File: src/rtl/assert_macros.svh
// Assertion macros shared by the Salsa20 keystream RTL.
// No dependencies; included by the modules that check their own logic.
`ifndef ASSERT_MACROS_SVH
`define ASSERT_MACROS_SVH

// Property must hold at every clock edge outside reset.
`define S20_ASSERT(label, clk_sig, rst_n_sig, prop, msg) \
	label: assert property (@(posedge clk_sig) disable iff (!rst_n_sig) prop) else $error(msg);

// Expression must never be true at a clock edge outside reset.
`define S20_NEVER(label, clk_sig, rst_n_sig, expr, msg) \
	label: assert property (@(posedge clk_sig) disable iff (!rst_n_sig) !(expr)) else $error(msg);

`endif

File: src/rtl/s20_front.sv
// Input side of the Salsa20 keystream block: a two-entry queue of block positions.
// Depends on nothing but the clock and reset; feeds s20_core.
module s20_front (
	input  logic        clk,
	input  logic        arst_n,
	input  logic        push,
	output logic        full,
	input  logic [63:0] block_position,
	output logic        pos_valid,
	input  logic        pos_ready,
	output logic [63:0] pos_data
);

	logic [63:0] mem_q [2];
	logic        wr_ptr_q;
	logic        rd_ptr_q;
	logic [1:0]  count_q;
	logic        do_push;
	logic        do_pop;

	assign full      = (count_q == 2'd2);
	assign pos_valid = (count_q != 2'd0);
	assign pos_data  = mem_q[rd_ptr_q];
	assign do_push   = push && !full;
	assign do_pop    = pos_valid && pos_ready;

	// Queue storage; written on each accepted transfer.
	always_ff @(posedge clk) begin
		if (do_push) begin
			mem_q[wr_ptr_q] <= block_position;
		end
	end

	// Pointers and fill count.
	always_ff @(posedge clk or negedge arst_n) begin
		if (!arst_n) begin
			wr_ptr_q <= 1'b0;
			rd_ptr_q <= 1'b0;
			count_q  <= 2'd0;
		end else begin
			if (do_push) begin
				wr_ptr_q <= ~wr_ptr_q;
			end
			if (do_pop) begin
				rd_ptr_q <= ~rd_ptr_q;
			end
			if (do_push && !do_pop) begin
				count_q <= count_q + 2'd1;
			end else if (do_pop && !do_push) begin
				count_q <= count_q - 2'd1;
			end
		end
	end

endmodule

File: config.mk
export PLATFORM = sky130hd
export DESIGN_NAME = s20_front
export DESIGN_NICKNAME = d
export VERILOG_FILES = /design/src/rtl/assert_macros.svh /design/src/rtl/s20_front.sv
export SDC_FILE = /design/constraint.sdc
export NUM_CORES = 1
export LEC_CHECK = 0
export ABC_AREA = 1
export BUFFER_PORTS_ARGS = -buffer_cell sky130_fd_sc_hd__buf_4
export CORE_ASPECT_RATIO = 0.6
export CORE_MARGIN = 4
export CORE_UTILIZATION = 37
export CTS_CLUSTER_DIAMETER = 40
export DETAILED_ROUTE_END_ITERATION = 12
export HOLD_SLACK_MARGIN = 0.15
export PLACE_DENSITY = 0.62
export SLEW_MARGIN = 20
export SYNTH_ARGS = -nofsm -noshare
export SYNTH_HDL_FRONTEND = slang
export SYNTH_SLANG_ARGS = --single-unit
export TNS_END_PERCENT = 50
File: constraint.sdc
create_clock -name clk -period 4 [get_ports clk]
set_clock_uncertainty 0.05 [all_clocks]
set_input_delay 0.8 -clock clk [delete_from_list [all_inputs] [get_ports clk]]
set_output_delay 0.8 -clock clk [all_outputs]
set_load 0.01 [all_outputs]
Word-level counts from Yosys, hierarchy flattened
Memory sizes are Yosys's and may differ from the RTL's.
Index checks and enable logic that the tools add are counted.
- flip-flop bits (word level): 4
- latch bits: 0
- RAM bits: 128
- bits in read-only memories: 0
- input port bits: 68
- word-level logic and storage cells: 22
- memories kept: 1
- $add $sub $neg: 2
- multiply operators: 0
- div/mod/pow operators: 0
- magnitude comparators: 0
- equality and inequality tests: 1
- shifts and indexed selects: 0
- multiplexer cells: 4
- bitwise operators: 2
- reductions and logical operators: 9
- memory list (name ; words ; bits a word ; rd ports ; clocked after Yosys merged registers in ; wr ports ; RTL line ; text):
    mem_q ; 2 ; 64 ; 1 ; 0 ; 1 ; s20_front.sv:14 ; logic [63:0] mem_q [2];
- operators by type and width (cell ; number):
    $logic_and A1 B1 Y1 ; 4
    $mux W2 ; 2
    $reduce_bool A2 Y1 ; 2
    $logic_not A1 Y1 ; 3
    $add A2 B1 Y2 const B ; 1
    $eq A2 B2 Y1 const B ; 1
    $mux W1 ; 2
    $not A1 Y1 ; 2
    $sub A2 B1 Y2 const B ; 1

Depth between registers and ports, before layout
- depth in word-level cells: 7
- gate-level depth with buffers: 9
- mapped depth without buffers: 9

Worst setup path after synthesis
OpenSTA, ideal clock, no wires.
- path type: input to register
- from: in push
- to: mem mem_q[1][0], enable pin
- setup time: 0.486 ns
- arrival time: 3.580 ns
- required time: 3.464 ns
- setup slack: -0.116 ns
- stages on the path: 2
- cells stage by stage: o21ai_0 > nor2_1
- longest elaborated chain between the ends: 3
- RTL lines (item ; RTL line ; text):
    start, declared ; s20_front.sv:6 ; input logic push,
    $logic_and A1 B1 Y1 ; s20_front.sv:24 ; assign do_push = push && !full;
    $mux W1 ; s20_front.sv:29 ; if (do_push) begin
    $mux W1 (not written as such) ; s20_front.sv:30 ; mem_q[wr_ptr_q] <= block_position;
    end, declared ; s20_front.sv:14 ;
Every way passes these cells.

Final worst setup path
- from: reg rd_ptr_q
- to: out pos_data[52]
- longest elaborated chain between the ends: 1
- RTL lines (item ; RTL line ; text):
    start, declared ; s20_front.sv:16 ; logic rd_ptr_q;
    start signal, assigned ; s20_front.sv:45 ; rd_ptr_q <= ~rd_ptr_q;
    $mem_v2 Z2 W64 ; -- ;
    end, declared ; s20_front.sv:11 ; output logic [63:0] pos_data
Every way passes these cells.

==> out/metrics.cfg <==
[floorplan]
die_area_mm2=0.0152
pin_count=134
die_height_um=97.0
rows=32
die_w_um=156
start_util_pct=37.8
core_mm2=0.0129

[global_routing]
grt_max_degree=66
grt_usage_pct=13.8
grt_pass1_vias=3101
grt_antenna_before_repair=0
grt_overflow=0
grt_pass1_wl_um=16000

[synth]
syn_area_per_cell_um2=13.3
syn_area_mm2=0.00488
synth-edff-count=128
synth_top_area_cell=edfxtp_1
ys_types=13
synth-async-reset-ratio_pct=3.03
synthesis.nets=435
synth_top_area_share_pct=78.8
yosysMostFrequentCell=nand2_1
synth_seq_cells=132
yosys_warnings=0
ys_top_cells_by_area=edfxtp_1, nand2_1, dfrtp_1, buf_4, buf_2
synth_seq_area_share_pct=80.8
synthTopCellsByCount=nand2_1, edfxtp_1, buf_4
synth_ff_type=edfxtp_1
synthCells=366

[sta]
rsz0062_at_grt=false
period_share_pct=71.4
worst_pin_slew_ns=0.894
period_needed_ns=2.85
tns_ns=0
relSlewSlack_pct=40.3
finalHoldViolCount=0
max_freq_ghz=0.350
setup_viol=0
drv_slew=0

[power_and_ir_drop]
vdd_ir_drop_max_v=0.000420
power.leakage_uw=0.00281
cellPowerDensity_mw_per_mm2=756

[clock_tree]
cts_resized=0
clkTransAtPathRegs_ns=0.05
cts_setup_buffers=0
cts_hold_buf=1
cts.sinks=132
worstSkewPairLatency_ns=0.40
h-tree-depth=4
cts_buffers=17
cts_buffer_depth=2
cts-root-buf=clkbuf_16
cts_tree=done

[placement]
gp_congestion=0.760
hpwl_um=6610
port_buffers=133

[drt]
remaining_drc_errors=0
first_pass_iters=4
vias_per_cell=4.41
drt_iter0_markers=186
wl_um=10300
ant_nets=0
wire_per_inst_um=14.9
vias=3046

[worst_setup_path]
worstReg2RegEnd=mem_q[0][30]$_DFFE_PP_
reg2reg_from=count_q[1]$_DFFE_PN0P_
crit_fanout=65
end_kind=output port
worstSetupPathType=reg -> out
start_kind=flop
cp.arrival_ns=2.00
ff2ff_path_depth=6
reg2reg_setup_slack_ns=1.86
required_ns=3.15

[hold_path]
hp-class=reg -> reg
worstHoldPathCells=2
holdCritStartpoint=wr_ptr_q$_DFFE_PN0P_
whs_endpoint=wr_ptr_q$_DFFE_PN0P_

[run_status]
outcome=finished clean

[finish]
diodes=0
utilization_pct=51.0
finalNetCount=578
drive_gt1_share_pct=32.1
num-fill-cells=1141
syn_to_final_growth_pct=34.8

[job]
drv_cap=0

## layer usage
metal	global-route usage (%)	up-vias	part of all wire (%)
met5	0	-	0
met4	3.53	0	0.90
met3	6.48	8	9.3
met2	20.4	115	45
met1	18.6	1410	45
li1	-	1513	-
## kinds of logic after synthesis
| group | after synthesis | synth area share [%] |
|---|---|---|
| AOI/OAI and AO/OA | 1 | 0.102 |
| xor gates and xnor gates | 1 | 0.180 |
| adders and majority gates | 1 | 0.256 |
| buffers and inverters | 22 | 2.46 |
| and+or+nand+nor | 209 | 16.2 |
| DFF | 132 | 80.8 |
## through the flow
| stage | area, µm² | total power (µW) | hold WS (ns) | worst slack, ns | std cells |
|---|---|---|---|---|---|
| 6_report | 6580 | 4970 | 0.438 | 1.15 | 691 |
| 3_5_place_dp | 6040 | 3670 | 0.419 | 1.47 | 659 |
| 3_3_place_gp | 6040 | 3640 | 0.414 | 1.50 | 659 |
| 4_1_cts | 6580 | 5050 | 0.434 | 1.07 | 691 |
| 5_1_grt | 6580 | 5300 | 0.465 | 0.920 | 691 |
| 2_1_floorplan | 4880 | 2870 | 0.392 | 0.942 | 366 |
## worst max path at each step
stage | from | to | depth (start not counted)
2_1_floorplan | push | mem_q[1][0]$_DFFE_PP_ | 2
3_3_place_gp | push | mem_q[0][35]$_DFFE_PP_ | 6
3_5_place_dp | push | mem_q[0][42]$_DFFE_PP_ | 6
4_1_cts | rd_ptr_q$_DFFE_PN0P_ | pos_data[53] | 4
5_1_grt | rd_ptr_q$_DFFE_PN0P_ | pos_data[41] | 4
6_report | rd_ptr_q$_DFFE_PN0P_ | pos_data[52] | 4
## flip-flops by register name, summed over array words and instances, names as in the netlist
name / count
rd_ptr_q: 1
wr_ptr_q: 1
count_q: 2
mem_q: 128
## final cells by class
type / count / area (µm²) / share of cell area (%)
Timing Repair Buffer: 138 / 1040 / 15.8
Clock buffer: 20 / 437 / 6.64
Inverter: 8 / 31.3 / 0.476
Clock inverter: 11 / 88.8 / 1.35
Sequential cell: 132 / 3950 / 60.0
Multi-Input combinational cell: 212 / 823 / 12.5
Tap cell: 170 / 213 / 3.23
## critical path: stages, from the launching register on
cell      delay [ns]
dfrtp_2         0.36
clkinv_2        0.68
nand2_1         0.24
nand2_1         0.14
buf_4           0.17
## cell usage in the layout (no fill, tap or decap)
master / instances
nand4_1: 1
clkbuf_1: 3
clkbuf_16: 17
dfrtp_2: 1
nor2_4: 1
dlygate4sd3_1: 1
ha_1: 1
bufinv_16: 1
inv_1: 6
o21ai_0: 1
nor2_1: 2
clkinv_1: 2
buf_4: 137
edfxtp_1: 128
dfrtp_1: 3
nand2_1: 203
xnor2_1: 1
clkinvlp_4: 3
inv_2: 1
clkinv_2: 5
nand3_1: 2
clkinv_4: 1
## power breakdown
part	switching [µW]	internal (µW)
clock network	527	841
registers	71.9	1890
logic	995	649
total	1590	3380
Power figures use the tool's default switching activity.
