==> src/rtl/assert_macros.svh <==
// Assertion macros shared by the Salsa20 keystream RTL.
// No dependencies; included by the modules that check their own logic.
`ifndef ASSERT_MACROS_SVH
`define ASSERT_MACROS_SVH

// Property must hold at every clock edge outside reset.
`define S20_ASSERT(label, clk_sig, rst_n_sig, prop, msg) \
	label: assert property (@(posedge clk_sig) disable iff (!rst_n_sig) prop) else $error(msg);

// Expression must never be true at a clock edge outside reset.
`define S20_NEVER(label, clk_sig, rst_n_sig, expr, msg) \
	label: assert property (@(posedge clk_sig) disable iff (!rst_n_sig) !(expr)) else $error(msg);

`endif

==> src/rtl/s20_pkg.sv <==
// Shared types, constants and round functions of the Salsa20 keystream block.
// No dependencies; used by every module of the block but s20_front.
package s20_pkg;

	localparam int WORDS = 16;

	typedef logic [31:0] word_t;
	typedef logic [15:0][31:0] state_t;
	typedef logic [3:0][31:0] quad_t;
	typedef logic [3:0] widx_t;

	localparam widx_t LAST_WORD_IDX = 4'd15;

	// "expand 32-byte k" constant words.
	localparam word_t SIGMA_0 = 32'h6170_7865;
	localparam word_t SIGMA_1 = 32'h3320_646e;
	localparam word_t SIGMA_2 = 32'h7962_2d32;
	localparam word_t SIGMA_3 = 32'h6b20_6574;

	// Configuration register indexes.
	typedef enum logic [2:0] {
		REG_KEY_01 = 3'd0,
		REG_KEY_23 = 3'd1,
		REG_KEY_45 = 3'd2,
		REG_KEY_67 = 3'd3,
		REG_NONCE  = 3'd4
	} reg_idx_t;

	// Key and nonce as held by the configuration registers.
	typedef struct packed {
		logic [63:0] key_01;
		logic [63:0] key_23;
		logic [63:0] key_45;
		logic [63:0] key_67;
		logic [63:0] nonce;
	} cfg_t;

	// Round engine states.
	typedef enum logic [1:0] {
		CORE_IDLE,
		CORE_ROUND,
		CORE_DONE
	} core_state_t;

	function automatic word_t rotl(input word_t v, input int n);
		rotl = (v << n) | (v >> (32 - n));
	endfunction

	// One quarter-round; element 0..3 of the result are the new a, b, c, d.
	function automatic quad_t quarter(input word_t a, input word_t b,
			input word_t c, input word_t d);
		word_t a1, b1, c1, d1, t;
		quad_t q;
		t = a + d;
		b1 = b ^ rotl(t, 7);
		t = b1 + a;
		c1 = c ^ rotl(t, 9);
		t = c1 + b1;
		d1 = d ^ rotl(t, 13);
		t = d1 + c1;
		a1 = a ^ rotl(t, 18);
		q[0] = a1;
		q[1] = b1;
		q[2] = c1;
		q[3] = d1;
		return q;
	endfunction

	function automatic state_t column_round(input state_t s);
		state_t r;
		quad_t q;
		r = s;
		q = quarter(s[0], s[4], s[8], s[12]);
		r[0] = q[0]; r[4] = q[1]; r[8] = q[2]; r[12] = q[3];
		q = quarter(s[5], s[9], s[13], s[1]);
		r[5] = q[0]; r[9] = q[1]; r[13] = q[2]; r[1] = q[3];
		q = quarter(s[10], s[14], s[2], s[6]);
		r[10] = q[0]; r[14] = q[1]; r[2] = q[2]; r[6] = q[3];
		q = quarter(s[15], s[3], s[7], s[11]);
		r[15] = q[0]; r[3] = q[1]; r[7] = q[2]; r[11] = q[3];
		return r;
	endfunction

	function automatic state_t row_round(input state_t s);
		state_t r;
		quad_t q;
		r = s;
		q = quarter(s[0], s[1], s[2], s[3]);
		r[0] = q[0]; r[1] = q[1]; r[2] = q[2]; r[3] = q[3];
		q = quarter(s[5], s[6], s[7], s[4]);
		r[5] = q[0]; r[6] = q[1]; r[7] = q[2]; r[4] = q[3];
		q = quarter(s[10], s[11], s[8], s[9]);
		r[10] = q[0]; r[11] = q[1]; r[8] = q[2]; r[9] = q[3];
		q = quarter(s[15], s[12], s[13], s[14]);
		r[15] = q[0]; r[12] = q[1]; r[13] = q[2]; r[14] = q[3];
		return r;
	endfunction

	// Starting state from constants, key, nonce and block position.
	function automatic state_t build_state(input cfg_t cfg, input logic [63:0] pos);
		state_t s;
		s[0]  = SIGMA_0;
		s[1]  = cfg.key_01[31:0];
		s[2]  = cfg.key_01[63:32];
		s[3]  = cfg.key_23[31:0];
		s[4]  = cfg.key_23[63:32];
		s[5]  = SIGMA_1;
		s[6]  = cfg.nonce[31:0];
		s[7]  = cfg.nonce[63:32];
		s[8]  = pos[31:0];
		s[9]  = pos[63:32];
		s[10] = SIGMA_2;
		s[11] = cfg.key_45[31:0];
		s[12] = cfg.key_45[63:32];
		s[13] = cfg.key_67[31:0];
		s[14] = cfg.key_67[63:32];
		s[15] = SIGMA_3;
		return s;
	endfunction

endpackage

==> src/rtl/s20_drain.sv <==
// Output side of the Salsa20 keystream block: holds one finished block and
// offers its words in order. Depends on s20_pkg and assert_macros.svh.
`include "assert_macros.svh"

module s20_drain (
	input  logic            clk,
	input  logic            arst_n,
	input  logic            blk_valid,
	output logic            blk_ready,
	input  s20_pkg::state_t blk_data,
	output logic            empty,
	input  logic            pop,
	output logic [3:0]      word_index,
	output logic [31:0]     keystream_word,
	output logic            last_word
);

	s20_pkg::word_t  buf_q [s20_pkg::WORDS];
	s20_pkg::widx_t  idx_q;
	logic            valid_q;
	logic            at_last;
	logic            do_pop;
	logic            do_load;

	assign at_last        = (idx_q == s20_pkg::LAST_WORD_IDX);
	assign do_pop         = pop && valid_q;
	assign blk_ready      = !valid_q || (do_pop && at_last);
	assign do_load        = blk_valid && blk_ready;
	assign empty          = !valid_q;
	assign word_index     = idx_q;
	assign keystream_word = buf_q[idx_q];
	assign last_word      = at_last;

	// Block buffer, loaded whole from the round engine.
	always_ff @(posedge clk) begin
		if (do_load) begin
			for (int i = 0; i < s20_pkg::WORDS; i++) begin
				buf_q[i] <= blk_data[i];
			end
		end
	end

	// Word pointer and occupancy.
	always_ff @(posedge clk or negedge arst_n) begin
		if (!arst_n) begin
			idx_q   <= '0;
			valid_q <= 1'b0;
		end else begin
			if (do_load) begin
				idx_q   <= '0;
				valid_q <= 1'b1;
			end else if (do_pop) begin
				idx_q <= idx_q + 4'd1;
				if (at_last) begin
					valid_q <= 1'b0;
				end
			end
		end
	end

	`S20_ASSERT(a_hold_word, clk, arst_n, valid_q && !pop |=> valid_q && $stable(idx_q), "waiting word moved without a transfer")
	`S20_NEVER(a_load_mid_block, clk, arst_n, do_load && valid_q && !at_last, "new block overwrote an unfinished one")

endmodule

==> config.mk <==
export PLATFORM = sky130hd
export DESIGN_NAME = s20_drain
export DESIGN_NICKNAME = d
export VERILOG_FILES = /design/src/rtl/s20_pkg.sv /design/src/rtl/s20_drain.sv
export VERILOG_INCLUDE_DIRS = /design/src /design/src/rtl
export SDC_FILE = /design/constraint.sdc
export NUM_CORES = 1
export LEC_CHECK = 0
export BUFFER_PORTS_ARGS = -buffer_cell sky130_fd_sc_hd__buf_2
export CORE_AREA = 2 2 215 217
export DETAILED_ROUTE_END_ITERATION = 12
export DIE_AREA = 0 0 217 219
export PLACE_DENSITY_LB_ADDON = 0.25
export SLEW_MARGIN = 20
export SYNTH_ARGS = -nofsm -noshare
export SYNTH_HDL_FRONTEND = slang
export SYNTH_SLANG_ARGS = --single-unit
export TNS_END_PERCENT = 100
==> constraint.sdc <==
create_clock -name clk -period 18.6 [get_ports clk]
set_clock_uncertainty 0.1 [all_clocks]
set_input_delay 3.72 -clock clk [delete_from_list [all_inputs] [get_ports clk]]
set_output_delay 3.72 -clock clk [all_outputs]
set_load 0.1 [all_outputs]
-- Word-level counts from Yosys, hierarchy flattened
Memory sizes are Yosys's and may differ from the RTL's.
Cells that the tools add are included.
- register bits after elaboration: 5
- RAM bits: 512
- bits of input ports: 516
- output and inout bits: 39
- word-level logic and storage cells: 20
- memories kept: 1
- memory list (name ; words ; width ; rd ports ; clocked after Yosys merged registers in ; wr ports ; RTL line ; text):
    buf_q ; 16 ; 32 ; 1 ; 0 ; 16 ; s20_drain.sv:18 ; s20_pkg::word_t buf_q [s20_pkg::WORDS];
- $add $sub $neg: 1
- eq/ne operators: 1
- multiplexer cells: 7
- reduce and logical (&&, ||, !) cells: 8
- operators with widths (cell ; number):
    2-to-1 mux 4 bit ; 2
    2-to-1 mux 1 bit ; 5
    adder 4 x 1 -> 4 bit (second input constant) ; 1
    equality test 4 bit (second input constant) ; 1
    nonzero test 2 bit ; 2
    logical AND 1 bit ; 3
    AND reduction 2 bit ; 1
    zero test 1 bit ; 1
    logical OR 1 bit ; 1

-- Depth between registers and ports, before layout
Gate-level depths: netlist of run 1.
- word-level depth: 6
- depth in mapped cells: 7
- gate-level depth less buffers: 5

-- Least setup slack after synthesis of run 1
OpenSTA, ideal clock, no wires.
- path type: input -> register
- start: input port pop
- end: register idx_q[0] (netlist: word_index[0])
- setup time: 0.860 ns
- arrival time: 22.571 ns
- required time: 17.640 ns
- setup slack: -4.930 ns
- cell stages on the path: 3
- buffers on the path: 0
- cell sequence: a21o_1 > and2_0 > o21ai_0
- longest elaborated chain between the ends: 5
- elaborated cells between the ends (all ways): 6
- those cells by class: mux: 1; reduce/logical: 5
- RTL lines (what ; RTL line ; text):
    start: declaration ; s20_drain.sv:12 ; input logic pop,
    logical AND 1 bit * ; s20_drain.sv:26 ; assign do_pop = pop && valid_q;
    logical AND 1 bit * ; s20_drain.sv:27 ; assign blk_ready = !valid_q || (do_pop && at_last);
    logical OR 1 bit * ; s20_drain.sv:27 ;
    logical AND 1 bit * ; s20_drain.sv:28 ; assign do_load = blk_valid && blk_ready;
    via do_load ; s20_drain.sv:23 ; logic do_load;
    2-to-1 mux 4 bit or nonzero test 2 bit (tied branches) ; -- ;
    end signal: assignment ; s20_drain.sv:53 ; idx_q <= idx_q + 4'd1;
    end: declaration ; s20_drain.sv:19 ; s20_pkg::widx_t idx_q;
Mark *: on every way through the listed nets, which the timed path passes. The rest lies on a longest branch.
A chain may end at the register's enable or synchronous reset.

-- Worst setup path in the final report of run 1
- start: input port pop
- end: output port blk_ready
- longest elaborated chain between the ends: 3
- RTL lines (what ; RTL line ; text):
    logical AND 1 bit ; s20_drain.sv:26 ;
    logical AND 1 bit ; s20_drain.sv:27 ;
    logical OR 1 bit ; s20_drain.sv:27 ;
    end: declaration ; s20_drain.sv:9 ; output logic blk_ready,
No other way between the ends.

==> run_results.csv, run 1 <==
group,metric,value,unit
placed_design,hpwlAfterDp,34700,um
layout,fillers,3582,
min_path,hold_end,"word_index[0]",
sta,fin_ws,10.28,ns
placed_design,dp.cells,2057,
yosys,syn-num-nets,1463,
yosys,synth_cell_types,27,
layout,final_common_cell,"buf_2",
layout,area_growth,25.2,%
routing,drcViolationCount,0,
routing,routed_wl,51400,um
layout,fin_nets,2031,
sta,holdWs,0.657,ns
min_path,holdPathStages,3,
critical_path,path_delay_family,"buffers and inverters",
critical_path,crit_buf_inv,2,
floorplan,num_rows,78,
routing,drtIter0Drc,863,
yosys,yosys_warnings,0,
placed_design,place_congestion,0.822,
routing,wl_met1,18700,um
clocking,cts_buffers,54,
sta,tightestPinTransition,1.05,ns
global_route,antenna_found_initial,35,
floorplan,dieArea,47500,sq um
floorplan,core,45100,sq um
flow_run,cap_violations,0,
routing,vias,11400,
critical_path,end_kind,"output port",
critical_path,reg2reg_depth,8,
min_path,holdCritPathClass,"reg2reg",
routing,dr_wl_met2,26400,um
clocking,cts_hold_buf,0,
floorplan,fp.dieW,217,um
clocking,cts_resized,0,
layout,layout_common_cells,"554 x buf_2, 512 x edfxtp_1, 129 x mux2i_1",
clocking,htreeDepth,2,
clocking,clockBufferDepth,3,
placed_design,io_buffers,554,
sta,max_freq,120,MHz
global_route,grt_pass1_wl,72100,um
placed_design,place_area,23100,sq um
power_and_ir_drop,ir_drop,0.183,mV
floorplan,start_util,43.9,%
routing,postRouteAntennaNets,0,
critical_path,cp.required,14.78,ns
clocking,cts_num_sinks,517,
global_route,track_usage,20.9,%
sta,rsz0062_at_grt,"false",
power_and_ir_drop,power_density,151,nW/um^2
routing,top_layer_used,"met5",
clocking,clk_pin_slew,0.06,ns
global_route,grt-ovfl-total,0,
routing,wl_per_cell,23.6,um
clocking,tritoncts,"yes",
critical_path,r2r_end,"buf_q[12][6]",
critical_path,cpMostUsedCell,"buf_2",
clocking,insertion_delay,0.59,ns
critical_path,critPathKind,"in2out",
sta,setup_violations,0,
layout,utilization,55.0,%
critical_path,path_max_fanout,3,
layout,ff_latch_area,15500,sq um
floorplan,die_y,219,um
critical_path,r2r-start,"word_index[0]",
floorplan,ios,555,
critical_path,ff2ff_setup_slack,12.71,ns
yosys,synth-seq-cells,517,
layout,multi_input_area,3960,sq um
global_route,grt_pass1_vias,12000,
yosys,syn-cell-area,19800,sq um
critical_path,startpoint_type,"input pin",
clocking,post_cts_buffers,0,
sta,timing.final.crit_share,44.7,%
layout,stdcell_area,24800,sq um
sta,layout_min_cycle_time,8.32,ns
routing,drt_first_pass_iters,5,
layout,layout-drive-gt1-share,45.4,%
critical_path,cp_slowest_cell,"buf_2",
yosys,netlist_instances,946,
clocking,clock-root-buffer,"clkbuf_16",
global_route,grt_max_degree,202,
min_path,worstHoldStart,"valid_q",
run_status,status,"finished, final reports clean",
routing,vias_per_cell,5.26,
sta,drv_slew,0,
critical_path,worstPathArrival,4.50,ns
yosys,synth.avg_cell_area,20.9,sq um
power_and_ir_drop,power,3.74,mW
sta,final_hold_viol_count,0,
power_and_ir_drop,p_leak,9.22,nW
critical_path,crit_path_cell_trace,"buf_2 -> a21o_1 -> buf_2",
routing,met3_length,4700,um
sta,fin_tns_setup,0,ns
yosys,ys_seq_area_share,78.2,%
layout,fin_cells,2176,
sta,slew_headroom,29.9,%
placed_design,dp_worst_setup_slack,10.28,ns
critical_path,cp_slowest_stage_delay,0.47,ns
==> layout make-up <==
cell class	count	area share [%]
Sequential cell	517	62.5
Tap cell	600	3.03
Inverter	2	0.0303
Timing Repair Buffer	566	11.7
Clock inverter	28	0.767
Multi-Input combinational cell	373	16.0
Clock buffer	69	5.76
Antenna cell	21	0.212
==> worst max-delay path by stage <==
| stage | start | end | slack [ns] | cells past startpoint |
|---|---|---|---|---|
| after CTS | pop | blk_ready | 10.28 | 3 |
| final | pop | blk_ready | 10.28 | 3 |
| after floorplan | pop | word_index[0] | 0.81 | 3 |
| after global routing | pop | blk_ready | 10.27 | 3 |
| after global placement | pop | blk_ready | 10.30 | 3 |
| after detailed placement | pop | blk_ready | 10.28 | 3 |
==> tightest hold or removal path, delay by kind of cell, from the launching register on <==
kind             cells  cell delay [ns]
multiplexers         1             0.15
flip-flops           1             0.41
AO/OA/AOI/OAI        1             0.07
AND/OR/NAND/NOR      1             0.09
==> metal layers <==
layer  vias up  global-route usage, %
met5         -                      0
met4        28                   7.56
met3        98                   7.47
met2       509                   36.2
met1      5670                   24.0
li1       5141                      -
==> where the power goes <==
group	internal, mW	switching, mW
Sequential	1.35	0.0460
Clock	0.568	0.431
Combinational	0.350	0.994
==> Yosys cell counts <==
| master | instances | area (sq um) |
|---|---|---|
| a21o_1 | 1 | 7.51 |
| a221oi_1 | 64 | 561 |
| a22oi_1 | 32 | 240 |
| and2_0 | 1 | 6.26 |
| and2_1 | 1 | 6.26 |
| and3_1 | 1 | 6.26 |
| buf_2 | 18 | 90.1 |
| buf_4 | 3 | 22.5 |
| buf_6 | 15 | 169 |
| buf_8 | 1 | 15.0 |
| clkbuf_1 | 17 | 63.8 |
| dfrtp_1 | 5 | 125 |
| edfxtp_1 | 512 | 15400 |
| ha_1 | 1 | 12.5 |
| inv_1 | 2 | 7.51 |
| mux2_2 | 1 | 11.3 |
| mux2i_1 | 129 | 1290 |
| mux4_1 | 2 | 52.6 |
| mux4_2 | 62 | 1400 |
| nand2_1 | 36 | 135 |
| nand2b_1 | 2 | 12.5 |
| nand3_1 | 1 | 5.00 |
| nor2_1 | 2 | 7.51 |
| nor2b_1 | 1 | 6.26 |
| o21ai_0 | 34 | 170 |
| xnor2_1 | 1 | 8.76 |
| xor2_1 | 1 | 8.76 |
==> flip-flops by register name (all words and copies together) (netlist names) <==
| register | flops |
|---|---|
| valid_q | 1 |
| word_index | 4 |
| buf_q | 512 |
==> logic make-up (layout without fill, tap and decap cells) <==
group	Yosys count	after routing	synth area share (%)
AOI/OAI and AO/OA	131	131	4.94
xor gates and xnor gates	2	2	0.0884
adders and majority gates	1	1	0.0631
buffers and inverters	56	665	1.86
DFF	517	517	78.2
muxes	194	194	13.9
other	0	21	0
and+or+nand+nor	45	45	0.935
(Power assumes the default switching activity.)
==> run 2, diff against run 1 <==
- clock period: 18.6 -> 7.59 ns (I/O delays scaled with it)
==> run_results.csv, run 2 (synthesis gave the netlist of run 1 again) <==
group,metric,value,unit
routing,routed_wl,50300,um
sta,rsz0062_at_grt,"false",
sta,slew_headroom,27.1,%
critical_path,crit_path_cell_trace,"nor2b_4 -> buf_4 -> buf_4 -> a221oi_1 -> a22oi_1 -> nand2_1 -> buf_2",
clocking,insertion_delay,0.59,ns
clocking,cts_resized,0,
routing,wl_per_cell,23.1,um
power_and_ir_drop,power_density,368,nW/um^2
clocking,cts_hold_buf,0,
clocking,tritoncts,"yes",
clocking,post_cts_buffers,0,
clocking,clock-root-buffer,"clkbuf_16",
clocking,clk_pin_slew,0.06,ns
floorplan,num_rows,78,
critical_path,end_kind,"output port",
floorplan,die_y,219,um
critical_path,cpMostUsedCell,"buf_4",
power_and_ir_drop,p_leak,9.22,nW
routing,drtIter0Drc,927,
sta,drv_slew,0,
sta,max_freq,173,MHz
clocking,cts_num_sinks,517,
floorplan,dieArea,47500,sq um
critical_path,cp_slowest_stage_delay,1.00,ns
run_status,status,"finished, final reports clean",
sta,tightestPinTransition,1.09,ns
sta,setup_violations,0,
layout,fin_nets,2028,
sta,timing.final.crit_share,76.1,%
routing,vias_per_cell,5.25,
global_route,grt_max_degree,183,
global_route,antenna_found_initial,31,
clocking,cts_buffers,54,
clocking,clockBufferDepth,3,
floorplan,ios,555,
floorplan,start_util,43.9,%
layout,largest_register,"buf_q",
critical_path,path_delay_family,"simple AND/OR/NAND/NOR gates",
critical_path,critPathKind,"reg2out",
layout,fin_cells,2176,
routing,drt_first_pass_iters,5,
global_route,grt_pass1_wl,71400,um
critical_path,path_max_fanout,37,
placed_design,hpwlAfterDp,34700,um
sta,layout_min_cycle_time,5.77,ns
floorplan,core,45100,sq um
placed_design,io_buffers,554,
global_route,track_usage,20.5,%
placed_design,place_congestion,0.870,
routing,postRouteAntennaNets,0,
critical_path,crit_buf_inv,3,
sta,holdWs,0.565,ns
global_route,grt-ovfl-total,0,
layout,final_common_cell,"buf_2",
placed_design,dp.cells,2055,
clocking,htreeDepth,2,
critical_path,worstPathArrival,4.15,ns
layout,area_growth,25.2,%
power_and_ir_drop,ir_drop,0.393,mV
routing,drcViolationCount,0,
min_path,holdCritPathClass,"reg2reg",
floorplan,fp.dieW,217,um
critical_path,cp.required,5.97,ns
layout,layout_common_cells,"554 x buf_2, 512 x edfxtp_1, 129 x mux2i_1",
critical_path,cp_slowest_cell,"nor2b_4",
routing,vias,11400,
layout,layout-drive-gt1-share,45.4,%
sta,final_hold_viol_count,0,
global_route,grt_pass1_vias,12000,
layout,largest_reg_flops,512,
sta,fin_tns_setup,0,ns
critical_path,startpoint_type,"flop",
flow_run,cap_violations,0,
==> run 2: cell count changes in the layout (fill, tap and decap cells not counted), sizes merged <==
cell / delta
clkinv: -1
clkinvlp: -1
bufinv: -1
clkbuf: +2
buf: -3
inv: -1
diode: +5
==> run 2: per-stage QoR <==
stage | util (%) | setup WS, ns | total power [mW] | instance area, sq um
after floorplan | - | 0.263 | 6.07 | 19800
after global placement | 51.3 | 2.60 | 6.74 | 23100
after detailed placement | 51.3 | 2.44 | 6.77 | 23100
after CTS | 54.9 | 1.72 | 9.21 | 24700
after global routing | 55.0 | 1.63 | 9.46 | 24800
final | 55.0 | 1.82 | 9.13 | 24800
==> run 2: final cells by class <==
class | instances | area (sq um)
Clock inverter | 24 | 139
Fill cell | 3609 | 20300
Sequential cell | 517 | 15500
Antenna cell | 26 | 65.1
Multi-Input combinational cell | 373 | 3960
Timing Repair Buffer | 563 | 2890
Tap cell | 600 | 751
Clock buffer | 71 | 1480
Inverter | 2 | 7.51
==> run 2: power breakdown <==
part,switching (mW),internal (mW),leakage (nW)
registers,0.200,3.31,4.67
logic,2.34,0.853,3.75
clock network,1.04,1.39,0.798
total,3.57,5.55,9.22
==> run 2: worst paths after layout <==
path                               start                end  slack [ns]  depth (start not counted)
max in group asynchronous         arst_n      word_index[0]        6.56                          1
setup reg to reg           word_index[0]       buf_q[9][19]        3.65                          5
setup / recovery           word_index[2]  keystream_word[6]        1.82                          7
hold reg to reg                  valid_q      word_index[0]        0.57                          3
min in group asynchronous         arst_n      word_index[1]        0.65                          1
hold / removal                   valid_q      word_index[0]        0.57                          3
==> run 2: worst min-delay path, cell delays in order (launching register included) <==
cell and delay [ns]:
dfrtp_1 0.38, mux2i_1 0.11, nand2_1 0.07, o21ai_0 0.07
==> run 2: metal layers <==
layer  GRT usage [%]  share of wire, %  vias to the layer above
li1                -                 -                     5148
met1            24.3                37                     5629
met2            34.5                51                      531
met3            6.08               8.6                       94
met4            9.82               3.1                       16
met5               0              0.20                        -
==> run 3, diff against run 2 <==
- ABC_AREA: not set -> 1
- CORE_AREA: 2 2 215 217 -> 2 2 216 218
- DIE_AREA: 0 0 217 219 -> 0 0 218 220
- clock period: 7.59 -> 5.2 ns (I/O delays scaled with it)
==> run_results.csv, run 3 <==
group,metric,value,unit
run_status,status,"finished, final reports clean",
layout,utilization,58.7,%
power_and_ir_drop,power_density,558,nW/um^2
clocking,cts_num_sinks,517,
routing,drcViolationCount,0,
routing,postRouteAntennaNets,0,
floorplan,die_y,220,um
clocking,insertion_delay,0.60,ns
critical_path,critPathKind,"reg2out",
global_route,grt-ovfl-total,0,
critical_path,reg2reg_depth,6,
yosys,synth.avg_cell_area,10.7,sq um
clocking,cts_buffers,55,
layout,final_common_cell,"nand2_1",
placed_design,place_area,25000,sq um
yosys,synth-simple-area-share,22.1,%
routing,wl_per_cell,20.0,um
critical_path,ff2ff_setup_slack,1.38,ns
power_and_ir_drop,p_int,8.48,mW
yosys,synthMuxAreaShare,0,%
clocking,clockBufferDepth,3,
power_and_ir_drop,p_leak,11.9,nW
yosys,synth_edf_count,512,
layout,area_growth,24.6,%
clocking,cts_hold_buf,0,
yosys,syn-cell-area,21600,sq um
placed_design,hpwlAfterDp,45600,um
critical_path,path_max_fanout,40,
global_route,grt_max_degree,215,
power_and_ir_drop,power,15.0,mW
floorplan,dieArea,48000,sq um
floorplan,fp.dieW,218,um
layout,largest_reg_flops,512,
critical_path,worstPathArrival,3.30,ns
clocking,post_cts_buffers,0,
layout,stdcell_area,26900,sq um
critical_path,cp.required,4.06,ns
yosys,yosys_warnings,0,
yosys,synth_cell_types,18,
yosys,yosysTopAreaCell,"edfxtp_1",
floorplan,core,45900,sq um
sta,setup_violations,0,
critical_path,r2r_end,"buf_q[9][9]",
routing,drtIter0Drc,1530,
floorplan,start_util,47.1,%
clocking,tritoncts,"yes",
global_route,antenna_found_initial,22,
yosys,synth-seq-cells,517,
min_path,holdCritPathClass,"in2async",
placed_design,io_buffers,554,
power_and_ir_drop,p_seq_share,33.5,%
power_and_ir_drop,switching_share,43.5,%
power_and_ir_drop,ir_drop,0.619,mV
yosys,synth_xor_area_share,0,%
clocking,htreeDepth,2,
placed_design,dp_worst_setup_slack,1.36,ns
power_and_ir_drop,p_switching,6.53,mW
sta,fin_tns_setup,0,ns
placed_design,place_congestion,0.899,
sta,max_freq,225,MHz
global_route,track_usage,26.6,%
critical_path,r2r-start,"word_index[0]",
yosys,synth_common_cells,"814 x nand2_1, 512 x edfxtp_1, 198 x inv_1, 195 x nand3_1, 195 x nor2_1",
sta,timing.final.crit_share,85.4,%
global_route,grt_pass1_vias,15700,
layout,layout_common_cells,"814 x nand2_1, 554 x buf_2, 512 x edfxtp_1",
floorplan,num_rows,79,
clocking,clock-root-buffer,"clkbuf_16",
clocking,clk_pin_slew,0.06,ns
layout,fin_nets,3090,
sta,tightestPinTransition,0.968,ns
yosys,async_flop_share,0.967,%
clocking,cts_resized,0,
layout,largest_register,"buf_q",
yosys,synth-compound-area-share,0.0927,%
sta,final_hold_viol_count,0,
routing,routed_wl,65000,um
yosys,netlist_instances,2026,
yosys,synth_top_cell_area_share,71.2,%
sta,fin_ws,0.759,ns
sta,layout_min_cycle_time,4.44,ns
critical_path,startpoint_type,"flop",
floorplan,ios,555,
yosys,synth.most_common_cell,"nand2_1",
sta,rsz0062_at_grt,"false",
layout,layout-drive-gt1-share,25.7,%
yosys,ys.flop_type,"edfxtp_1",
yosys,synth_area_leaders,"edfxtp_1 71%, nand2_1 14%, nand3_1 4.5%",
global_route,grt_pass1_wl,93700,um
yosys,ys_seq_area_share,71.8,%
flow_run,cap_violations,0,
routing,vias_per_cell,4.99,
power_and_ir_drop,clkPwrFrac,26.6,%
sta,drv_slew,0,
critical_path,end_kind,"output port",
yosys,synthAdderAreaFrac,0.0579,%
routing,drt_first_pass_iters,5,
routing,vias,16200,
power_and_ir_drop,combPwrFrac,39.9,%
yosys,synth_top_family_by_area,"simple AND/OR/NAND/NOR gates",
sta,slew_headroom,35.5,%
yosys,syn-num-nets,2543,
==> run 3: cell types whose count changed after synthesis, moves of 32 or more <==
cell,previous run,this run
nor2_1,2,195
o21ai_0,34,2
mux2i_1,129,0
nand2_1,36,814
nand3_1,1,195
buf_2,18,60
inv_1,2,198
a22oi_1,32,0
mux4_2,62,0
a221oi_1,64,0
==> run 3: worst max-delay path, cell delays in order (launching register included) <==
cell and delay, ns:
dfrtp_4 0.83, nand2_1 0.18, inv_2 0.43, buf_12 0.29, nand2_1 0.14, nor2_1 0.24
nor2_1 0.09, nand2_1 0.12, nand2_1 0.07, buf_2 0.29
==> run 3: cell type report <==
type | count | area (sq um)
Timing Repair Buffer | 587 | 3200
Multi-Input combinational cell | 1211 | 4820
Clock buffer | 65 | 1410
Antenna cell | 20 | 50.0
Clock inverter | 35 | 400
Sequential cell | 517 | 15500
Tap cell | 607 | 759
Fill cell | 3907 | 19000
Inverter | 201 | 759
==> run 3: cell families (layout without fill, tap and decap cells) <==
group / Yosys count / after routing
adder cells (fa/ha/maj): 1 / 1
AO/OA/AOI/OAI: 4 / 4
flip-flops: 517 / 517
buffers and inverters: 298 / 888
other: 0 / 20
AND/OR/NAND/NOR: 1206 / 1206
==> run 3: metrics by stage <==
step                instances  hold slack (ns)
floorplan                2026            0.644
detailed placement       3123            0.530
finish                   3243            0.162
CTS                      3223            0.130
global route             3239            0.152
global placement         3123            0.494
==> run 3: how the worst max path moves through the flow <==
stage,from,to,slack [ns]
4_1_cts,word_index[1],keystream_word[21],0.68
3_5_place_dp,word_index[1],keystream_word[21],1.36
6_report,word_index[1],keystream_word[21],0.76
2_1_floorplan,pop,word_index[0],-5.08
3_3_place_gp,word_index[0],keystream_word[15],1.37
5_1_grt,word_index[0],keystream_word[15],0.59
==> run 3: layer usage <==
metal  GRT usage [%]  share of wire, %
met1            35.5                41
met2            42.8                47
met3            5.11               7.7
met4            11.2               3.8
met5               0             0.072
==> run 3: power by group through the flow <==
| stage | Sequential (mW) | Combinational, mW | Clock (mW) |
|---|---|---|---|
| after floorplan | 5.20 | 4.37 | 0 |
| after global placement | 5.11 | 5.96 | 0 |
| after detailed placement | 5.12 | 6.00 | 0 |
| after CTS | 5.03 | 6.02 | 4.04 |
| after global routing | 5.05 | 6.43 | 4.20 |
| final | 5.03 | 5.98 | 3.99 |
